===== src/hw/rtl/bdmm_pkg.sv =====
// Shared constants and types for the binary descriptor mutual matcher.
package bdmm_pkg;

  localparam int DESC_W      = 352;
  localparam int QUERY_DEPTH = 64;
  localparam int REF_DEPTH   = 1024;
  localparam int QIDX_W      = 6;
  localparam int RIDX_W      = 10;
  localparam int QCNT_W      = 7;
  localparam int RCNT_W      = 11;
  localparam int DIST_W      = 9;
  localparam int PC_W        = 7;

  typedef struct packed {
    logic              is_ref;
    logic              start;
    logic [DESC_W-1:0] desc;
  } bdmm_cmd_t;

  typedef struct packed {
    logic [RIDX_W-1:0] idx;
    logic [DIST_W-1:0] hdist;
  } bdmm_qbest_t;

  typedef struct packed {
    logic [QIDX_W-1:0] idx;
    logic [DIST_W-1:0] hdist;
  } bdmm_rbest_t;

endpackage


===== src/hw/rtl/bdmm_front.sv =====
// Input side: accepts words, classifies them and queues them for the engine.
module bdmm_front (
  input  logic                      clk,
  input  logic                      rst_n,
  input  logic                      in_valid,
  output logic                      in_stall,
  input  logic                      in_kind,
  input  logic [63:0]               in_desc_w0,
  input  logic [63:0]               in_desc_w1,
  input  logic [63:0]               in_desc_w2,
  input  logic [63:0]               in_desc_w3,
  input  logic [63:0]               in_desc_w4,
  input  logic [31:0]               in_desc_w5,
  input  logic                      in_set_last,
  output logic                      cmd_valid,
  output bdmm_pkg::bdmm_cmd_t       cmd,
  input  logic                      cmd_pop
);
  import bdmm_pkg::*;

  bdmm_cmd_t  q_r [2];
  logic       wp_r, wp_nxt;
  logic       rp_r, rp_nxt;
  logic [1:0] cnt_r, cnt_nxt;
  logic       push;
  bdmm_cmd_t  in_cmd;

  always_comb begin
    in_cmd.is_ref = in_kind;
    in_cmd.start  = in_kind & in_set_last;
    in_cmd.desc   = {in_desc_w5, in_desc_w4, in_desc_w3, in_desc_w2, in_desc_w1, in_desc_w0};
  end

  assign in_stall  = (cnt_r == 2'd2);
  assign push      = in_valid && !in_stall;
  assign cmd_valid = (cnt_r != 2'd0);
  assign cmd       = q_r[rp_r];

  always_comb begin
    wp_nxt  = push ? ~wp_r : wp_r;
    rp_nxt  = cmd_pop ? ~rp_r : rp_r;
    cnt_nxt = cnt_r + {1'b0, push} - {1'b0, cmd_pop};
  end

  always_ff @(posedge clk) begin
    if (push) begin
      q_r[wp_r] <= in_cmd;
    end
  end

  always_ff @(posedge clk) begin
    if (!rst_n) begin
      wp_r  <= 1'b0;
      rp_r  <= 1'b0;
      cnt_r <= 2'd0;
    end else begin
      wp_r  <= wp_nxt;
      rp_r  <= rp_nxt;
      cnt_r <= cnt_nxt;
    end
  end

endmodule


===== config.mk =====
export PLATFORM = sky130hd
export DESIGN_NAME = bdmm_front
export DESIGN_NICKNAME = d
export VERILOG_FILES = /design/src/hw/rtl/bdmm_pkg.sv /design/src/hw/rtl/bdmm_front.sv
export SDC_FILE = /design/constraint.sdc
export NUM_CORES = 1
export LEC_CHECK = 0
export BUFFER_PORTS_ARGS = -buffer_cell sky130_fd_sc_hd__buf_2
export CAP_MARGIN = 20
export CORE_AREA = 10 10 270 272
export CTS_CLUSTER_DIAMETER = 200
export CTS_CLUSTER_SIZE = 12
export DETAILED_ROUTE_END_ITERATION = 6
export DIE_AREA = 0 0 280 282
export PLACE_DENSITY = 0.71
export RECOVER_POWER = 50
export SETUP_SLACK_MARGIN = 0.05
export SLEW_MARGIN = 20
export SYNTH_ARGS = -nofsm -noshare
export SYNTH_HDL_FRONTEND = slang
export SYNTH_SLANG_ARGS = --single-unit
export TNS_END_PERCENT = 20

===== constraint.sdc =====
create_clock -name clk -period 23.1 [get_ports clk]
set_input_delay 4.62 -clock clk [delete_from_list [all_inputs] [get_ports clk]]
set_output_delay 4.62 -clock clk [all_outputs]
set_load 0.05 [all_outputs]

; Word level (Yosys, flattened, before mapping)
; Memories as Yosys holds them, arrays and structs flattened. A register that Yosys moved wholly into a read port is not among the register bits.
; Cells that the tools add are included.
[classes]
add_sub_neg = 2
eq_ne = 1
n_mux = 4
bitwise = 3
reduce_logical = 3
[ops]
columns = cell, count
row1 = 2-to-1 mux 1 bit, 4
row2 = adder 2 x 1 -> 2 bit, 1
row3 = equality test 2 bit (second input constant), 1
row4 = inverter 1 bit, 2
row5 = nonzero test 2 bit, 1
row6 = subtractor 2 x 1 -> 2 bit, 1
row7 = AND 1 bit, 1
row8 = logical AND 1 bit, 1
row9 = logical NOT 1 bit, 1
[word_totals]
reg_bits = 4
ramBits = 708
inputBits = 358
out_inout_bits = 356
elab_cells = 17
memories = 1
[memory_table]
columns = name, depth, width, read_ports, rd_ports_with_merged_regs, wr, line
row1 = q_r, 2, 354, 1, 1, 1, bdmm_front.sv:21  ; bdmm_cmd_t q_r [2];

; Depth between registers and ports, before layout
; Gate-level depths: netlist of the first run.
[logic_depth]
word_depth = 5
depth_mapped = 8

; Least setup slack after synthesis of the first run
; No wires, ideal clock.
[synth_path]
kind = input to register
from = input port in_valid
to = memory q_r[0][0] (netlist bit), enable pin
setup_time_ns = 1.077
arrival_time_ns = 19.364
t_required_ns = 22.023
slack_ns = 2.659
path_stages = 2
cell_sequence = nand2_1 > nor2_1
[synth_between]
elab_chain_cells = 3
[synth_lines]
columns = item, line
row1 = from (decl), bdmm_front.sv:5  ; input logic in_valid,
row2 = logical AND 1 bit, bdmm_front.sv:35  ; assign push = in_valid && !in_stall;
row3 = 2-to-1 mux 1 bit, bdmm_front.sv:46  ; if (push) begin
row4 = 2-to-1 mux 1 bit (implied by the code), bdmm_front.sv:47  ; q_r[wp_r] <= in_cmd;
row5 = to (decl), bdmm_front.sv:21
; No other way between the ends.

; Worst setup path in the final report of the first run
[layout_path]
from = input port in_valid
to = memory q_r[0][318] (netlist bit), enable pin
; Same word-level chain as after synthesis.

==> results of run 1 <==
area by class of cell:
type | instances | area (µm²)
diodes | 17 | 42.5
clock buffers | 77 | 1800
fillers | 5747 | 35600
multi-input cells | 372 | 4330
well taps | 882 | 1100
repair buffers | 724 | 3380
flip-flops and latches | 713 | 21400
clock inverters | 6 | 108
inverters | 3 | 11.3
sequential cells by signal, indices dropped and copies added (netlist names), named ones only:
name / count
rp_r: 1
cnt_r: 2
q_r: 708
wp_r: 1
stage by stage:
stage | instances | cell area (µm²) | hold WS [ns]
after detailed placement | 2694 | 30500 | 0.514
after global placement | 2694 | 30500 | 0.498
after floorplan | 1127 | 25900 | 0.455
after CTS | 2777 | 32400 | 0.531
after global routing | 2790 | 32100 | 0.543
final | 2794 | 32100 | 0.507
power breakdown:
group	switching (mW)	total, mW	internal [mW]
clock	0.445	0.998	0.553
combinational	0.684	0.899	0.215
sequential	0.0471	1.74	1.69
total	1.18	3.63	2.46
layer usage:
metal / share of wire / global-route usage / up-vias
met5: 0.0012 / 0 / -
met4: 0.033 / 0.0711 / 12
met3: 0.091 / 0.0574 / 135
met2: 0.53 / 0.276 / 563
met1: 0.35 / 0.162 / 6649
li1: - / - / 6017
worst max-delay path, stage by stage:
cell and delay [ns]:
clkbuf_1 0.10, nand2_1 0.12, nor2_1 1.96, clkbuf_1 6.37
cell families (layout without fill, tap and decap cells):
| kind of cell | Yosys count | count (layout) | share of synthesized area |
|---|---|---|---|
| flops | 713 | 713 | 0.823 |
| other cells | 0 | 17 | 0 |
| buf+inv | 42 | 810 | 0.00965 |
| mux | 355 | 355 | 0.163 |
| xor+xnor | 3 | 3 | 0.00101 |
| simple gates | 12 | 12 | 0.00232 |
| fa+ha+maj | 2 | 2 | 0.000964 |
worst paths after layout:
kind                      endpoint  slack, ns  cells past startpoint
max          q_r[0][318]$_DFFE_PP_       9.40                      4
min              wp_r$_SDFFE_PN0P_       0.51                      2
max reg2reg  q_r[0][318]$_DFFE_PP_      13.02                      4
min reg2reg      wp_r$_SDFFE_PN0P_       0.51                      2
cell usage in the layout, fill, tap and decap left out, types with 2 or more instances in the layout:
master / instances
inv_1: 3
dfxtp_1: 4
xnor2_1: 2
clkbuf_1: 211
buf_1: 3
nand2b_1: 2
ha_1: 2
edfxtp_1: 708
buf_4: 8
clkinv_8: 3
mux2_2: 294
nor2_1: 4
mux2_4: 60
buf_2: 508
nand2_1: 2
diode_2: 17
clkbuf_16: 71
==> flow_metrics.tcl, run 1 <==
set metrics [dict create \
    slew_headroom -5.15 \
    synth.area.top_cells "edfxtp_1 (82%), mux2_2 (13%), mux2_4 (3.5%)" \
    start_util 0.383 \
    gr-total-overflow 0 \
    final_nets 2243 \
    clkTransAtPathRegs_ns 0.06 \
    worst_pin_slew_ns 9.23 \
    tritoncts "done" \
    die_area_mm2 0.0790 \
    cap_violations 5 \
    grt_pass1_vias 14700 \
    ys_ff_latch 713 \
    fp-row-count 96 \
    grt_pass1_wl_um 91800 \
    clock-root-buffer "clkbuf_16" \
    final.min_clock_period_ns 13.70 \
    skew_ns 0.0186 \
    worst_slack_ns 9.40 \
    yosysTopAreaCell "edfxtp_1" \
    totalWireLength_um 64900 \
    failed_checks "capacitance limit, slew limit" \
    vias 13400 \
    avgViaCountPerCell 4.79 \
    drt_first_pass_iters 5 \
    reg2reg_from "cnt_r[0]$_SDFF_PN0_" \
    layout-drive-gt1-share 0.501 \
    min-delay-start "wp_r$_SDFFE_PN0P_" \
    dieHeight_um 282 \
    p_total_mw 3.63 \
    clock-sinks 713 \
    crit_type "input port to flip-flop" \
    slew_viol_final 498 \
    yosys_warnings 0 \
    synth.distinct_cells 17 \
    crit_start "in_valid" \
    post_cts_buffers 0 \
    synth_edf_count 708 \
    clk_path_buf_depth 3 \
    drc 0 \
    synth_top_area_frac 0.819 \
    cts_resized 0 \
    utilization 0.474 \
    grt_max_degree 165 \
    status "finished with violations" \
    cts_hold_buf 0 \
    insertion_delay_ns 0.59 \
    period_share 0.593 \
    endpoint_kind "flip-flop" \
    worstPathMaxFanout 164 \
    wl_per_cell_um 23.2 \
    avgSynthCellArea_um2 23.0 \
    cts.htree.levels 3 \
    vdd_drop_max_uv 82.5 \
    io_pins 714 \
    ys.flop_type "edfxtp_1" \
    final-setup-viol-count 0 \
    port_buffers 713 \
    power_density_mw_per_mm2 113 \
    cp-start-kind "input port" \
    dieWidth_um 280 \
    place.gp.congestion 0.818 \
    grt_usage 0.156 \
    syn_inst 1127 \
    synthTopCellsByCount "edfxtp_1 (708), mux2_2 (294), mux2_4 (60), buf_2 (32), buf_6 (7)" \
    syn_area_mm2 0.0259 \
    final_hold_viol_count 0 \
    cp.required_ns 23.00 \
    worstPathArrival_ns 13.59 \
    rsz0062_at_grt "false" \
    leakagePower_nw 11.5 \
    syn_to_final_growth_pct 23.9 \
    tns_ns 0 \
    syn-num-nets 1487 \
    synth.most_common_cell "edfxtp_1" \
    fmax_mhz 73.0 \
    yosysSeqAreaShare 0.823 \
    cts_buffers 69 \
    place_hpwl_um 46600 \
    antenna_left 0 \
    antenna_found_initial 23 \
    pre_cts_ws_ns 14.37 \
    async_reset_ff_frac 0 \
    first_iter_violations 801 \
    core_area_mm2 0.0677 \
    hp-class "flip-flop to flip-flop" \
]
Power figures use the tool's default switching activity.
==> inputs of run 2 (changes only) <==
- CORE_AREA: 10 10 270 272 -> 10 10 268 270
- DIE_AREA: 0 0 280 282 -> 0 0 278 280
- PLACE_DENSITY: 0.71 -> 0.74
- clock period: 23.1 -> 12.56 ns (I/O delays scaled with it)
==> flow_metrics.tcl, run 2 (same netlist as run 1, synthesis figures left out) <==
set metrics [dict create \
    power_density_mw_per_mm2 206 \
    final_common_cell "edfxtp_1" \
    worst_slack_ns 4.78 \
    worstPathArrival_ns 7.99 \
    antenna_left 0 \
    worstPathMaxFanout 74 \
    regMostFlops "q_r" \
    p_seq_frac 0.469 \
    cap_violations 3 \
    worst_pin_slew_ns 3.53 \
    dieHeight_um 280 \
    totalWireLength_um 62700 \
    cp.required_ns 12.76 \
    max_stage_delay_ns 2.12 \
    clk_path_buf_depth 3 \
    switching_share 0.325 \
    tns_ns 0 \
    pre_cts_ws_ns 6.94 \
    cts_hold_buf 0 \
    p_int_mw 4.48 \
    clkPwrFrac 0.280 \
    die_area_mm2 0.0778 \
    r2r_cells 5 \
    reg2reg_from "cnt_r[0]$_SDFF_PN0_" \
    fin_cells 2784 \
    drc 0 \
    grt_pass1_vias 14500 \
    insertion_delay_ns 0.60 \
    cts.htree.levels 3 \
    layout-drive-gt1-share 0.517 \
    clock-root-buffer "clkbuf_16" \
    slew_viol_final 154 \
    status "finished with violations" \
    vias 13200 \
    port_buffers 713 \
    first_iter_violations 945 \
    hp-class "flip-flop to flip-flop" \
    rsz0062_at_grt "false" \
    slew_headroom -1.35 \
    core_area_mm2 0.0666 \
    crit_chain "clkbuf_1 -> nand2_1 -> nor2_1 -> clkbuf_1 -> buf_4" \
    cp-start-kind "input port" \
    start_util 0.390 \
    clkTransAtPathRegs_ns 0.06 \
    final_nets 2241 \
    period_share 0.620 \
    largest_reg_flops 708 \
    holdPathStages 2 \
    cpLargestDelayFamily "buffers and inverters" \
    power.switching_mw 2.16 \
    final.min_clock_period_ns 7.78 \
    cpMaxStageDelayCell "clkbuf_1" \
    io_pins 714 \
    endpoint_kind "flip-flop" \
    fp-row-count 95 \
    post_cts_buffers 0 \
    final-setup-viol-count 0 \
    dp.cells 2683 \
    skew_ns 0.0173 \
    p_total_mw 6.63 \
    syn_to_final_growth_pct 24.3 \
    tritoncts "done" \
    drt_first_pass_iters 5 \
    combPwrFrac 0.251 \
    vdd_drop_max_uv 185 \
    crit_start "in_valid" \
    gr-total-overflow 0 \
    utilization 0.484 \
    grt_pass1_wl_um 89400 \
    place_hpwl_um 45100 \
    cts_resized 0 \
    final_hold_viol_count 0 \
    avgViaCountPerCell 4.74 \
    reg_top3 "q_r (708), cnt_r (2)" \
    dieWidth_um 278 \
    grt_usage 0.152 \
    cts_buffers 69 \
    cp_common_cell "clkbuf_1" \
    antenna_found_initial 15 \
    crit_type "input port to flip-flop" \
    grt_max_degree 167 \
    fmax_mhz 128 \
    cp.depth 5 \
    path_buf_inv 3 \
    failed_checks "capacitance limit, slew limit" \
    clock-sinks 713 \
    mostFrequentLayoutCells "edfxtp_1 (708), buf_2 (541), mux2_2 (294)" \
    place.gp.congestion 0.839 \
    wl_per_cell_um 22.5 \
    leakagePower_nw 11.6 \
    min-delay-start "wp_r$_SDFFE_PN0P_" \
]
[run 2: cell count changes in the layout (fill, tap and decap cells not counted), sizes merged]
cell    previous run  this run
clkinv             4         1
buf              519       549
clkbuf           282       258
inv                5         7
diode             17        11
[run 2: final cells by class]
type	instances	area, µm²
timing repair buffer	722	3470
clock inverter	5	98.8
multi-input combinational	372	4330
sequential	713	21400
fill	5507	34300
inverter	3	11.3
clock buffer	85	1850
tap	873	1090
antenna	11	27.5
[run 2: per-stage QoR]
step | cell area, µm² | hold slack (ns)
CTS | 32400 | 0.526
floorplan | 25900 | 0.466
finish | 32200 | 0.493
detailed placement | 30500 | 0.509
global route | 32200 | 0.512
global placement | 30500 | 0.498
[run 2: path summary, 6_finish.rpt]
| check | to | slack [ns] |
|---|---|---|
| worst max register to register | q_r[0][243]$_DFFE_PP_ | 6.33 |
| worst max-delay path | q_r[0][243]$_DFFE_PP_ | 4.78 |
| worst min register to register | wp_r$_SDFFE_PN0P_ | 0.49 |
| worst min-delay path | wp_r$_SDFFE_PN0P_ | 0.49 |
[run 2: metal layers]
layer,GRT usage,wire length [µm]
met5,0,52
met4,0.0645,2100
met3,0.0544,5070
met2,0.277,33500
met1,0.154,21900
[run 2: power groups by stage]
stage	Sequential [mW]	Combinational, mW	Clock (mW)
after global routing	3.14	1.74	2.01
after global placement	3.13	1.67	0
after floorplan	3.26	1.26	0
after detailed placement	3.16	1.69	0
after CTS	3.11	1.70	1.91
final	3.11	1.66	1.86
[run 2: worst min-delay path: cells and delay by family (launching register included)]
family / cells / cell delay [ns]
flip-flops: 1 / 0.32
AND/OR/NAND/NOR: 1 / 0.06
multiplexers: 1 / 0.06
==> inputs of run 3 (changes only) <==
- CORE_AREA: 10 10 268 270 -> 10 10 270 272
- DIE_AREA: 0 0 278 280 -> 0 0 280 282
- PLACE_DENSITY: 0.74 -> 0.71
- clock period: 12.56 -> 7.17 ns (I/O delays scaled with it)
==> flow_metrics.tcl, run 3 (same netlist as run 1, synthesis figures left out) <==
set metrics [dict create \
    status "finished with violations" \
    failed_checks "capacitance limit, slew limit" \
    grt_max_degree 160 \
    cts_hold_buf 0 \
    gr-total-overflow 0 \
    cts.htree.levels 3 \
    worst_pin_slew_ns 3.10 \
    clk_path_buf_depth 3 \
    final_common_cell "edfxtp_1" \
    place.gp.congestion 0.819 \
    holdWs_ns 0.495 \
    worst_slack_ns 2.48 \
    slew_viol_final 79 \
    rsz0062_at_grt "false" \
    post_cts_buffers 0 \
    min-delay-start "wp_r$_SDFFE_PN0P_" \
    drt_first_pass_iters 5 \
    layout-drive-gt1-share 0.516 \
    skew_ns 0.0247 \
    core_area_mm2 0.0677 \
    die_area_mm2 0.0790 \
    period_share 0.654 \
    vias 13300 \
    reg2reg_from "cnt_r[0]$_SDFF_PN0_" \
    place_hpwl_um 44200 \
    slew_headroom -1.07 \
    hp-class "flip-flop to flip-flop" \
    cp-start-kind "input port" \
    p_seq_frac 0.471 \
    final_hold_viol_count 0 \
    cap_violations 2 \
    antenna_left 0 \
    crit_chain "clkbuf_1 -> and3_1 -> buf_12" \
    dp.cells 2692 \
    syn_to_final_growth_pct 24.4 \
    cpLargestDelayFamily "simple AND/OR/NAND/NOR gates" \
    first_iter_violations 911 \
    max_stage_delay_ns 2.34 \
    combPwrFrac 0.251 \
    clock-sinks 713 \
    grt_pass1_vias 14400 \
    fin_cells 2793 \
    avgViaCountPerCell 4.76 \
    p_int_mw 7.81 \
    endpoint_kind "flip-flop" \
    reg_top3 "q_r (708), cnt_r (2)" \
    clkPwrFrac 0.279 \
    clkTransAtPathRegs_ns 0.06 \
    final_nets 2241 \
    path_buf_inv 2 \
    totalWireLength_um 62600 \
    power.switching_mw 3.78 \
    dieHeight_um 282 \
    fp-row-count 96 \
    cts_buffers 69 \
    leakagePower_nw 11.6 \
    dieWidth_um 280 \
    mostFrequentLayoutCells "edfxtp_1 (708), buf_2 (535), mux2_2 (294)" \
    wl_per_cell_um 22.4 \
    antenna_found_initial 22 \
    grt_pass1_wl_um 89300 \
    largest_reg_flops 708 \
    crit_start "in_valid" \
    start_util 0.383 \
    final-setup-viol-count 0 \
    cts_resized 0 \
    cp.required_ns 7.38 \
    vdd_drop_max_uv 316 \
    final.min_clock_period_ns 4.69 \
    fmax_mhz 213 \
    tns_ns 0 \
    crit_type "input port to flip-flop" \
    insertion_delay_ns 0.59 \
    port_buffers 713 \
    tritoncts "done" \
    worstPathArrival_ns 4.90 \
    grt_usage 0.149 \
    clock-root-buffer "clkbuf_16" \
    power_density_mw_per_mm2 359 \
    drc 0 \
    cpMaxStageDelayCell "and3_1" \
    io_pins 714 \
    worstPathMaxFanout 151 \
    switching_share 0.326 \
    pre_cts_ws_ns 3.35 \
    regMostFlops "q_r" \
]
run 3: area by class of cell:
class                   count  area, µm²
well taps                 882       1100
inverters                   3       11.3
flip-flops and latches    713      21400
diodes                     16       40.0
repair buffers            722       3480
multi-input cells         372       4350
clock buffers              79       1810
fillers                  5746      35500
clock inverters             6        104
run 3: power groups by stage:
stage          logic [mW]  clock network, mW  registers, mW
2_1_floorplan        2.21                  0           5.58
3_3_place_gp         2.93                  0           5.49
3_5_place_dp         2.95                  0           5.54
4_1_cts              2.96               3.33           5.45
5_1_grt              3.03               3.48           5.50
6_report             2.91               3.23           5.46
run 3: path summary, 6_finish.rpt:
check	end	slack, ns	cells past startpoint
min reg2reg	wp_r$_SDFFE_PN0P_	0.50	2
max	q_r[1][267]$_DFFE_PP_	2.48	3
min	wp_r$_SDFFE_PN0P_	0.50	2
max reg2reg	q_r[1][267]$_DFFE_PP_	2.95	3
run 3: tightest hold or removal path: cells and delay by family (launching register included):
family,cells,cell delay [ns]
flip-flops,1,0.32
multiplexers,1,0.06
AND/OR/NAND/NOR,1,0.06
run 3: per-stage QoR:
step / power, mW / instance area (µm²) / utilization
after floorplan: 7.79 / 26000 / -
after global placement: 8.42 / 30600 / 0.451
after detailed placement: 8.49 / 30600 / 0.451
after CTS: 11.7 / 32500 / 0.479
after global routing: 12.0 / 32300 / 0.476
final: 11.6 / 32300 / 0.476
run 3: per-layer routing:
metal	up-vias	wire [µm]	global-route usage
met5	-	87	0
met2	579	32700	0.262
li1	5990	-	-
met3	156	5910	0.0593
met1	6545	21400	0.154
met4	12	2480	0.0735
